## config.mk

```make
export PLATFORM = sky130hd
export DESIGN_NAME = word_array_mix_hash64
export DESIGN_NICKNAME = d
export VERILOG_FILES = /design/src/sv/wamh64_pkg.sv /design/src/sv/wamh64_front.sv /design/src/sv/wamh64_queue.sv /design/src/sv/wamh64_back.sv /design/src/sv/word_array_mix_hash64.sv
export VERILOG_INCLUDE_DIRS = /design/src /design/src/sv
export SDC_FILE = /design/constraint.sdc
export NUM_CORES = 2
export LEC_CHECK = 0
export ABC_AREA = 0
export BUFFER_PORTS_ARGS = -buffer_cell sky130_fd_sc_hd__clkbuf_2
export CAP_MARGIN = 20
export CORE_MARGIN = 2
export CORE_UTILIZATION = 50
export CTS_BUF_LIST = sky130_fd_sc_hd__clkbuf_8
export CTS_CLUSTER_SIZE = 10
export DETAILED_ROUTE_END_ITERATION = 7
export GPL_TIMING_DRIVEN = 0
export PLACE_DENSITY = 0.75
export SYNTH_ARGS = -nofsm -noshare
export SYNTH_HDL_FRONTEND = slang
export SYNTH_SLANG_ARGS = --single-unit
```

## constraint.sdc

```tcl
create_clock -name clk -period 20.6 [get_ports clk]
set_input_delay 5.15 -clock clk [delete_from_list [all_inputs] [get_ports clk]]
set_output_delay 5.15 -clock clk [all_outputs]
set_load 0.1 [all_outputs]
```

## src/sv/word_array_mix_hash64_defines.svh

```systemverilog
// ---------------------------------------------------------------------------
// word_array_mix_hash64 assertion macros
// shared concurrent assertion forms used by the hash block modules
// ---------------------------------------------------------------------------
`ifndef WORD_ARRAY_MIX_HASH64_DEFINES_SVH
`define WORD_ARRAY_MIX_HASH64_DEFINES_SVH

// same-cycle implication
`define WAMH_ASSERT_IMPL(label, clk, rst_n, ante, cons, msg) \
  label: assert property (@(posedge clk) disable iff (!rst_n) (ante) |-> (cons)) \
    else $error(msg);

// next-cycle implication
`define WAMH_ASSERT_NEXT(label, clk, rst_n, ante, cons, msg) \
  label: assert property (@(posedge clk) disable iff (!rst_n) (ante) |=> (cons)) \
    else $error(msg);

`endif

```

## src/sv/wamh64_pkg.sv

```systemverilog
// ---------------------------------------------------------------------------
// wamh64_pkg
// types, constants and mix round functions of the 64-bit word array hash
// ---------------------------------------------------------------------------
package wamh64_pkg;

  localparam logic [63:0] GOLDEN = 64'h9e3779b97f4a7c13;

  localparam logic OP_START = 1'b0;
  localparam logic OP_WORD  = 1'b1;

  localparam int QUEUE_DEPTH      = 4;
  localparam int QUEUE_AW         = 2;
  localparam int ROUNDS_PER_PHASE = 4;
  localparam int MIX_ROUNDS       = 12;

  typedef enum logic [2:0] {
    CMD_START,
    CMD_ZERO,
    CMD_ADD_C,
    CMD_ADD_B,
    CMD_ADD_A_MIX
  } cmd_kind_t;

  typedef struct packed {
    cmd_kind_t   kind;
    logic        last;
    logic [63:0] data;
  } cmd_t;

  typedef enum logic [1:0] {
    SLOT_GROUP,
    SLOT_B,
    SLOT_A
  } slot_t;

  typedef enum logic [1:0] {
    MS_IDLE,
    MS_RUN1,
    MS_RUN2
  } mix_state_t;

  typedef enum logic [1:0] {
    ROLE_A,
    ROLE_B,
    ROLE_C
  } mix_role_t;

  typedef struct packed {
    logic [63:0] a;
    logic [63:0] b;
    logic [63:0] c;
  } abc_t;

  localparam logic [5:0] ROUND_SHIFT [0:MIX_ROUNDS-1] = '{
    6'd43, 6'd9,  6'd8,
    6'd38, 6'd23, 6'd5,
    6'd35, 6'd49, 6'd11,
    6'd12, 6'd18, 6'd22
  };

  localparam mix_role_t ROUND_ROLE [0:MIX_ROUNDS-1] = '{
    ROLE_A, ROLE_B, ROLE_C,
    ROLE_A, ROLE_B, ROLE_C,
    ROLE_A, ROLE_B, ROLE_C,
    ROLE_A, ROLE_B, ROLE_C
  };

  // one subtract/xor/shift round
  function automatic abc_t mix_round(abc_t s, logic [3:0] idx);
    abc_t r;
    r = s;
    unique case (ROUND_ROLE[idx])
      ROLE_A: begin
        r.a = s.a - s.b - s.c;
        r.a = r.a ^ (s.c >> ROUND_SHIFT[idx]);
      end
      ROLE_B: begin
        r.b = s.b - s.c - s.a;
        r.b = r.b ^ (s.a << ROUND_SHIFT[idx]);
      end
      ROLE_C: begin
        r.c = s.c - s.a - s.b;
        r.c = r.c ^ (s.b >> ROUND_SHIFT[idx]);
      end
      default: r = s;
    endcase
    return r;
  endfunction

  // four consecutive rounds starting at a fixed round index
  function automatic abc_t mix_phase(abc_t s, logic [3:0] base);
    abc_t r;
    r = s;
    for (int k = 0; k < ROUNDS_PER_PHASE; k++) begin
      r = mix_round(r, base + 4'(k));
    end
    return r;
  endfunction

endpackage

```

## src/sv/wamh64_front.sv

```systemverilog
// ---------------------------------------------------------------------------
// wamh64_front
// accepts items, tracks words left and group slot, issues commands
// ---------------------------------------------------------------------------
`include "word_array_mix_hash64_defines.svh"

module wamh64_front #(
  parameter int COUNT_BITS = 32
) (
  input  logic               clk,
  input  logic               rst_n,
  input  logic               in_valid,
  output logic               in_stall,
  input  logic               in_opcode,
  input  logic [63:0]        in_data_word,
  input  logic [31:0]        in_word_count,
  output logic               push,
  output wamh64_pkg::cmd_t   push_cmd,
  input  logic               q_full
);
  import wamh64_pkg::*;

  logic [COUNT_BITS-1:0] words_left_r, words_left_nxt;
  slot_t                 slot_r, slot_nxt;
  logic [63:0]           count_wide;
  logic [COUNT_BITS-1:0] count_in;
  logic                  accept;
  logic                  has_words;

  assign count_wide = 64'(in_word_count);
  assign count_in   = count_wide[COUNT_BITS-1:0];
  assign in_stall   = q_full;
  assign accept     = in_valid && !q_full;
  assign has_words  = words_left_r != '0;

  // classify the item
  always_comb begin
    push          = 1'b0;
    push_cmd.kind = CMD_START;
    push_cmd.last = 1'b0;
    push_cmd.data = in_data_word;
    if (in_opcode == OP_START) begin
      push          = accept;
      push_cmd.data = 64'(count_in);
      push_cmd.kind = (count_in == '0) ? CMD_ZERO : CMD_START;
    end else if (has_words) begin
      push          = accept;
      push_cmd.last = words_left_r == COUNT_BITS'(1);
      unique case (slot_r)
        SLOT_GROUP: begin
          if (words_left_r >= COUNT_BITS'(3)) begin
            push_cmd.kind = CMD_ADD_C;
          end else if (words_left_r == COUNT_BITS'(2)) begin
            push_cmd.kind = CMD_ADD_B;
          end else begin
            push_cmd.kind = CMD_ADD_A_MIX;
          end
        end
        SLOT_B:  push_cmd.kind = CMD_ADD_B;
        SLOT_A:  push_cmd.kind = CMD_ADD_A_MIX;
        default: push_cmd.kind = CMD_ADD_A_MIX;
      endcase
    end
  end

  // next slot and count
  always_comb begin
    slot_nxt       = slot_r;
    words_left_nxt = words_left_r;
    if (accept) begin
      if (in_opcode == OP_START) begin
        slot_nxt       = SLOT_GROUP;
        words_left_nxt = count_in;
      end else if (has_words) begin
        words_left_nxt = words_left_r - COUNT_BITS'(1);
        case (push_cmd.kind)
          CMD_ADD_C: slot_nxt = SLOT_B;
          CMD_ADD_B: slot_nxt = SLOT_A;
          default:   slot_nxt = SLOT_GROUP;
        endcase
      end
    end
  end

  always_ff @(posedge clk) begin
    if (!rst_n) begin
      slot_r       <= SLOT_GROUP;
      words_left_r <= '0;
    end else begin
      slot_r       <= slot_nxt;
      words_left_r <= words_left_nxt;
    end
  end

  `WAMH_ASSERT_IMPL(a_last_word_mixes, clk, rst_n, push && push_cmd.last, push_cmd.kind == CMD_ADD_A_MIX, "last word of a hash does not end in a mix")

endmodule

```

## src/sv/wamh64_queue.sv

```systemverilog
// ---------------------------------------------------------------------------
// wamh64_queue
// short command queue between the front and the mix engine
// ---------------------------------------------------------------------------
`include "word_array_mix_hash64_defines.svh"

module wamh64_queue (
  input  logic             clk,
  input  logic             rst_n,
  input  logic             push,
  input  wamh64_pkg::cmd_t push_cmd,
  output logic             full,
  input  logic             pop,
  output wamh64_pkg::cmd_t head,
  output logic             head_valid
);
  import wamh64_pkg::*;

  cmd_t                entries_r [QUEUE_DEPTH];
  logic [QUEUE_AW-1:0] wr_ptr_r, wr_ptr_nxt;
  logic [QUEUE_AW-1:0] rd_ptr_r, rd_ptr_nxt;
  logic [QUEUE_AW:0]   count_r, count_nxt;

  assign full       = count_r == (QUEUE_AW+1)'(QUEUE_DEPTH);
  assign head_valid = count_r != '0;
  assign head       = entries_r[rd_ptr_r];

  always_comb begin
    wr_ptr_nxt = push ? wr_ptr_r + QUEUE_AW'(1) : wr_ptr_r;
    rd_ptr_nxt = pop ? rd_ptr_r + QUEUE_AW'(1) : rd_ptr_r;
    count_nxt  = count_r;
    if (push && !pop) begin
      count_nxt = count_r + (QUEUE_AW+1)'(1);
    end else if (pop && !push) begin
      count_nxt = count_r - (QUEUE_AW+1)'(1);
    end
  end

  always_ff @(posedge clk) begin
    if (push) begin
      entries_r[wr_ptr_r] <= push_cmd;
    end
  end

  always_ff @(posedge clk) begin
    if (!rst_n) begin
      wr_ptr_r <= '0;
      rd_ptr_r <= '0;
      count_r  <= '0;
    end else begin
      wr_ptr_r <= wr_ptr_nxt;
      rd_ptr_r <= rd_ptr_nxt;
      count_r  <= count_nxt;
    end
  end

  `WAMH_ASSERT_IMPL(a_no_overflow, clk, rst_n, push, !full, "command pushed into a full queue")
  `WAMH_ASSERT_IMPL(a_no_underflow, clk, rst_n, pop, head_valid, "command popped from an empty queue")

endmodule

```

## src/sv/wamh64_back.sv

```systemverilog
// ---------------------------------------------------------------------------
// wamh64_back
// accumulator state, mix engine and result register
// ---------------------------------------------------------------------------
`include "word_array_mix_hash64_defines.svh"

module wamh64_back (
  input  logic             clk,
  input  logic             rst_n,
  input  wamh64_pkg::cmd_t head,
  input  logic             head_valid,
  output logic             pop,
  output logic             out_valid,
  input  logic             out_stall,
  output logic [63:0]      out_hash_value
);
  import wamh64_pkg::*;

  mix_state_t  state_r, state_nxt;
  abc_t        abc_r, abc_nxt;
  abc_t        abc_in;
  logic [63:0] pend_c_r, pend_c_nxt;
  logic [63:0] pend_b_r, pend_b_nxt;
  logic        last_r, last_nxt;
  logic        out_valid_r, out_valid_nxt;
  logic [63:0] out_hash_r, out_hash_nxt;
  logic        out_free;
  logic        out_load;
  logic        mix_go;
  logic        mix_adv;

  assign out_free       = !out_valid_r || !out_stall;
  assign out_valid      = out_valid_r;
  assign out_hash_value = out_hash_r;

  always_comb begin
    abc_in.a = abc_r.a + head.data;
    abc_in.b = abc_r.b + pend_b_r;
    abc_in.c = abc_r.c + pend_c_r;
  end

  // datapath and handshake controls
  always_comb begin
    pop          = 1'b0;
    mix_go       = 1'b0;
    mix_adv      = 1'b0;
    out_load     = 1'b0;
    abc_nxt      = abc_r;
    pend_c_nxt   = pend_c_r;
    pend_b_nxt   = pend_b_r;
    last_nxt     = last_r;
    out_hash_nxt = out_hash_r;

    // next group words are staged in any state
    if (head_valid) begin
      case (head.kind)
        CMD_ADD_C: begin
          pop        = 1'b1;
          pend_c_nxt = head.data;
        end
        CMD_ADD_B: begin
          pop        = 1'b1;
          pend_b_nxt = head.data;
        end
        default: ;
      endcase
    end

    unique case (state_r)
      MS_IDLE: begin
        if (head_valid) begin
          case (head.kind)
            CMD_START: begin
              pop        = 1'b1;
              abc_nxt.a  = GOLDEN;
              abc_nxt.b  = GOLDEN;
              abc_nxt.c  = head.data;
              pend_c_nxt = '0;
              pend_b_nxt = '0;
            end
            CMD_ZERO: begin
              if (out_free) begin
                pop          = 1'b1;
                out_load     = 1'b1;
                out_hash_nxt = '0;
              end
            end
            CMD_ADD_A_MIX: begin
              pop        = 1'b1;
              mix_go     = 1'b1;
              abc_nxt    = mix_phase(abc_in, 4'd0);
              pend_c_nxt = '0;
              pend_b_nxt = '0;
              last_nxt   = head.last;
            end
            default: ;
          endcase
        end
      end
      MS_RUN1: begin
        abc_nxt = mix_phase(abc_r, 4'(ROUNDS_PER_PHASE));
      end
      MS_RUN2: begin
        if (!last_r || out_free) begin
          mix_adv = 1'b1;
          abc_nxt = mix_phase(abc_r, 4'(2 * ROUNDS_PER_PHASE));
          if (last_r) begin
            out_load     = 1'b1;
            out_hash_nxt = abc_nxt.c;
          end
        end
      end
      default: ;
    endcase

    out_valid_nxt = out_load || (out_valid_r && out_stall);
  end

  // mix engine sequencing
  always_comb begin
    state_nxt = state_r;
    unique case (state_r)
      MS_IDLE: if (mix_go) state_nxt = MS_RUN1;
      MS_RUN1: state_nxt = MS_RUN2;
      MS_RUN2: if (mix_adv) state_nxt = MS_IDLE;
      default: state_nxt = MS_IDLE;
    endcase
  end

  always_ff @(posedge clk) begin
    abc_r      <= abc_nxt;
    pend_c_r   <= pend_c_nxt;
    pend_b_r   <= pend_b_nxt;
    out_hash_r <= out_hash_nxt;
  end

  always_ff @(posedge clk) begin
    if (!rst_n) begin
      state_r     <= MS_IDLE;
      last_r      <= 1'b0;
      out_valid_r <= 1'b0;
    end else begin
      state_r     <= state_nxt;
      last_r      <= last_nxt;
      out_valid_r <= out_valid_nxt;
    end
  end

  `WAMH_ASSERT_NEXT(a_run1_to_run2, clk, rst_n, state_r == MS_RUN1, state_r == MS_RUN2, "mix engine left the second phase out")
  `WAMH_ASSERT_IMPL(a_result_is_last, clk, rst_n, out_load && state_r == MS_RUN2, last_r, "mix result given for a hash that is not finished")

endmodule

```

## src/sv/word_array_mix_hash64.sv

```systemverilog
// ---------------------------------------------------------------------------
// word_array_mix_hash64
// 64-bit hash of a word array with a three-accumulator subtract/xor mix
// ---------------------------------------------------------------------------
// in_ channel: a start item (in_opcode 0) carries in_word_count; data items
//   (in_opcode 1) carry in_data_word, highest array index first. Data items
//   with no hash in progress are dropped; a start abandons any open hash.
// out_ channel: one out_hash_value per hash, after its last word, or right
//   after a start with a count of zero (value 0).
// Throughput: one word per cycle across full groups of three while in_stall
//   is low. The front classifies each word and queues it; the back stages
//   the first two words of a group and runs the 12-round mix in phases of
//   four rounds each, overlapping the staging of the next group's words.
//   A start or a tail mix right behind a mix waits in the queue for MS_IDLE.
// Result: the last word passes the queue, the mix phases of MS_IDLE, MS_RUN1
//   and MS_RUN2 and the result register; a zero-count start skips the mix.
// Stall: out_stall holds the result register; the mix engine then waits in
//   its last phase, the 4-entry queue fills and in_stall rises.
// Reset: synchronous rst_n empties the queue, idles the mix engine, drops
//   any open hash and clears out_valid.
// ---------------------------------------------------------------------------
module word_array_mix_hash64 #(
  parameter int COUNT_BITS = 32
) (
  input  logic        clk,
  input  logic        rst_n,
  input  logic        in_valid,
  output logic        in_stall,
  input  logic        in_opcode,
  input  logic [63:0] in_data_word,
  input  logic [31:0] in_word_count,
  output logic        out_valid,
  input  logic        out_stall,
  output logic [63:0] out_hash_value
);
  import wamh64_pkg::*;

  logic push;
  cmd_t push_cmd;
  logic q_full;
  logic pop;
  cmd_t head;
  logic head_valid;

  wamh64_front #(
    .COUNT_BITS(COUNT_BITS)
  ) u_front (
    .clk           (clk),
    .rst_n         (rst_n),
    .in_valid      (in_valid),
    .in_stall      (in_stall),
    .in_opcode     (in_opcode),
    .in_data_word  (in_data_word),
    .in_word_count (in_word_count),
    .push          (push),
    .push_cmd      (push_cmd),
    .q_full        (q_full)
  );

  wamh64_queue u_queue (
    .clk        (clk),
    .rst_n      (rst_n),
    .push       (push),
    .push_cmd   (push_cmd),
    .full       (q_full),
    .pop        (pop),
    .head       (head),
    .head_valid (head_valid)
  );

  wamh64_back u_back (
    .clk            (clk),
    .rst_n          (rst_n),
    .head           (head),
    .head_valid     (head_valid),
    .pop            (pop),
    .out_valid      (out_valid),
    .out_stall      (out_stall),
    .out_hash_value (out_hash_value)
  );

endmodule

```

==> summary.md <==
| Metric | Value |
|---|---|
| Top cell type's share of synthesized area | 15.4% |
| Syn_area_per_cell | about 8.6 um2 |
| Skew-Pair Late Insertion Delay | just over 1 ns |
| Synthesized net count | 13809 |
| Min Tclk post-route | 20.28 ns |
| Status | finished, violations left |
| Top cells by area, synth | edfxtp_1, fa_1, ha_1 |
| Synthesized area | around 0.10 mm2 |
| DRT Pass-1 Iters | 8 |
| NumNets Final | between 10000 and 15000 |
| Final Max Slew Viols | 1 |
| Largest net degree at the start of global routing | 55 |
| Yosys cell types | 98 |
| Fmax | 0.0493 GHz |
| Setup Crit Path Kind | reg -> reg |
| Final period utilization | slightly below 100% |
| Hold_buf cts | 0 |
| Post-route ant nets | 0 |
| Antenna violations before repair | 41 |
| Rows | ~170 |
| Fin area | 0.114 mm2 |
| Post-synth EDFFs | between 500 and 600 |
| Number of DRC markers in iteration 0 | between 15000 and 20000 |
| Via density | 6.56 |
| Final Setup Violations | 0 |
| Filler Cell Count | approximately 19000 |
| Register bit total from synthesis | between 700 and 800 |
| CTS Buf Count | roughly 140 |
| RSZ-0062 raised after global routing | no |
| # Max-Cap Violations | 0 |
| Die area | 0.210 mm2 |
| Largest stage delay on the critical path | 0.84 ns |
| Min-Delay Path Class | reg -> reg |
| Share of cells above drive strength 1 | between 6 and 7% |
| Dpl hpwl | 473 mm |
| Num ports | 167 |
| HP Start | u_back.pend_b_r[55] |
| Die Span Y | around 460 um |
| Synth warn | 0 |
| Leading area contributor after synthesis | edfxtp_1 |
| Core Box Area | just over 0.2 mm2 |
| Global Route Usage Sum | roughly 51% |
| Ys async rst share | 0% |
| Rel. slew slack | -0.390% |
| Clock Skew | roughly 0.13 ns |
| Failing checks | design-rule violations, max-slew violations |
| Clk Tree Root Cell | clkbuf_8 |
| Final hold slack | around 0.46 ns |
| Final Util | between 50% and 60% |
| Top cells by count, synth | inv_1, a21oi_1, ha_1 |
| CP Max Fanout | 10 |
| Worst slew pin tran | 1.51 ns |
| Gp weighted congestion | 1.20 |
| DRC viols | 4 |
| Worst EP required | 21.46 ns |
| Clk slew on worst S/H paths | 0.07 ns |
| CTS Buffer Depth | 3 |
| Final wirelength | between 500 and 600 mm |
| Critical Path AT | between 20 and 25 ns |
| GRT overflow | 0 |
| Initial core utilization | roughly 50% |
| Placed Area | roughly 0.11 mm2 |
| Via count | 100610 |
| Count leader, synth | inv_1 |
| Sequential share of the synthesized area | between 10% and 20% |
| Slowest CP cell | clkbuf_1 |
| Die Width | roughly 460 um |
| TritonCTS Sinks | 703 |
| Crit path capture type | flip-flop |
| CTS tree | yes |
| CP Buf/Inv Count | 6 |
| Final hold violations | 0 |
| Dominant synthesized flop cell | edfxtp_1 |
| Most used cell, CP | a21oi_1 |
| Wire length per cell | roughly 36 um |
| IO buf count | approximately 170 |
| Mapped Cells | between 10000 and 15000 |
| Number of global-route vias before repair | 94214 |
| CTS H-Tree Depth | 4 |
| First-pass GRT wire length | between 700 and 800 mm |
| Synth-to-Final Area Change | 10.1% |
| Crit start category | flip-flop |
| CP top delay family | compound AO/OA/AOI/OAI gates |
[worst register-to-register path, delay by kind of cell, from the launching register on]
kind	cells	cell delay (ns)
fa+ha+maj	9	4.27
compound gates	24	6.04
flops	1	0.47
xor+xnor	7	3.55
mux	1	0.57
buf+inv	6	2.66
simple gates	11	2.62
[final cells by class]
type                    count  area (um2)  share of cell area, %
flip-flops and latches    703       19400                   17.0
inverters                1718        6450                   5.68
plain buffers             327        1250                   1.10
clock buffers             139        1910                   1.68
repair buffers            403        3490                   3.07
multi-input cells        9229       76700                   67.5
well taps                2688        3360                   2.96
clock inverters           111        1030                  0.909
diodes                     25        62.6                 0.0551
[worst paths after layout]
path	end	slack [ns]	cells after the start
worst min register to register	u_back.pend_b_r[55]	0.46	2
worst min-delay path	u_back.pend_b_r[55]	0.46	2
worst max-delay path	u_back.abc_r[190]	0.32	58
worst max register to register	u_back.abc_r[190]	0.32	58
[cells in the final DEF, fill, tap and decap left out, drive strengths merged, types with 28 or more instances in the layout]
cell type,instances
nor2b,110
xnor3,28
a22oi,84
inv,1762
o31ai,51
o211ai,69
a2111oi,30
fa,789
a31oi,112
or2,34
nor3,141
xnor2,934
buf,252
nand3,166
nor4,49
ha,940
nand4,125
o22ai,37
a21o,535
o21a,122
mux4,68
or3,58
dfxtp,175
nor2,561
a221o,36
xor2,401
nand2,924
and2,127
and3,94
a211oi,105
clkinv,48
a21oi,1150
a211o,33
nand2b,131
a21boi,45
o21ai,587
a221oi,62
clkbuf,614
o21bai,145
edfxtp,528
[per-stage QoR]
step / std cells / setup slack, ns / setup TNS (ns)
after floorplan: 11979 / 1.35 / 0
after global placement: 14833 / -8.55 / -1638.91
after detailed placement: 15040 / -0.0629 / -0.0629
after CTS: 15289 / 0.397 / 0
after global routing: 15324 / 0.135 / 0
final: 15343 / 0.316 / 0
[layer usage]
metal / track usage [%] / part of all wire (%) / wire, um
met4: 36.1 / 8.8 / 48300
met5: 0.138 / 0.072 / 393
met2: 70.6 / 39 / 216000
met3: 19.3 / 15 / 80600
met1: 65.2 / 37 / 204000
[what timing repair did]
item / CTS / global route
hold endpoints to repair: 0 / 0
buffers inserted: 0 / 0
resized for setup: 0 / 2
pin swaps: 0 / 0
gates cloned: 0 / 0
endpoints found under the setup margin: 1 / 1
[kinds of logic after synthesis]
kind of cell,after synthesis,share of synthesized area (%)
DFF,703,18.8
xor gates and xnor gates,1366,12.1
AOI/OAI and AO/OA,3416,21.1
and+or+nand+nor,2609,12.0
buffers and inverters,2047,7.45
adders and majority gates,1729,26.7
muxes,109,1.91
[flip-flops by register name (all words and copies together), names as in the netlist, named ones only]
| register | count |
|---|---|
| u_back.pend_c_r | 64 |
| u_back.pend_b_r | 64 |
| u_queue.wr_ptr_r | 2 |
| u_back.state_r | 2 |
| u_back.out_hash_value | 64 |
| u_queue.rd_ptr_r | 2 |
| u_back.abc_r | 192 |
| u_front.slot_r | 2 |
| u_queue.entries_r | 272 |
| u_front.words_left_r | 32 |
| u_back.last_r | 1 |
| u_queue.count_r | 3 |
| u_back.out_valid | 1 |
Power is not shown: default switching activity piles up to over one toggle a cycle in this logic, so the estimate is an artifact.
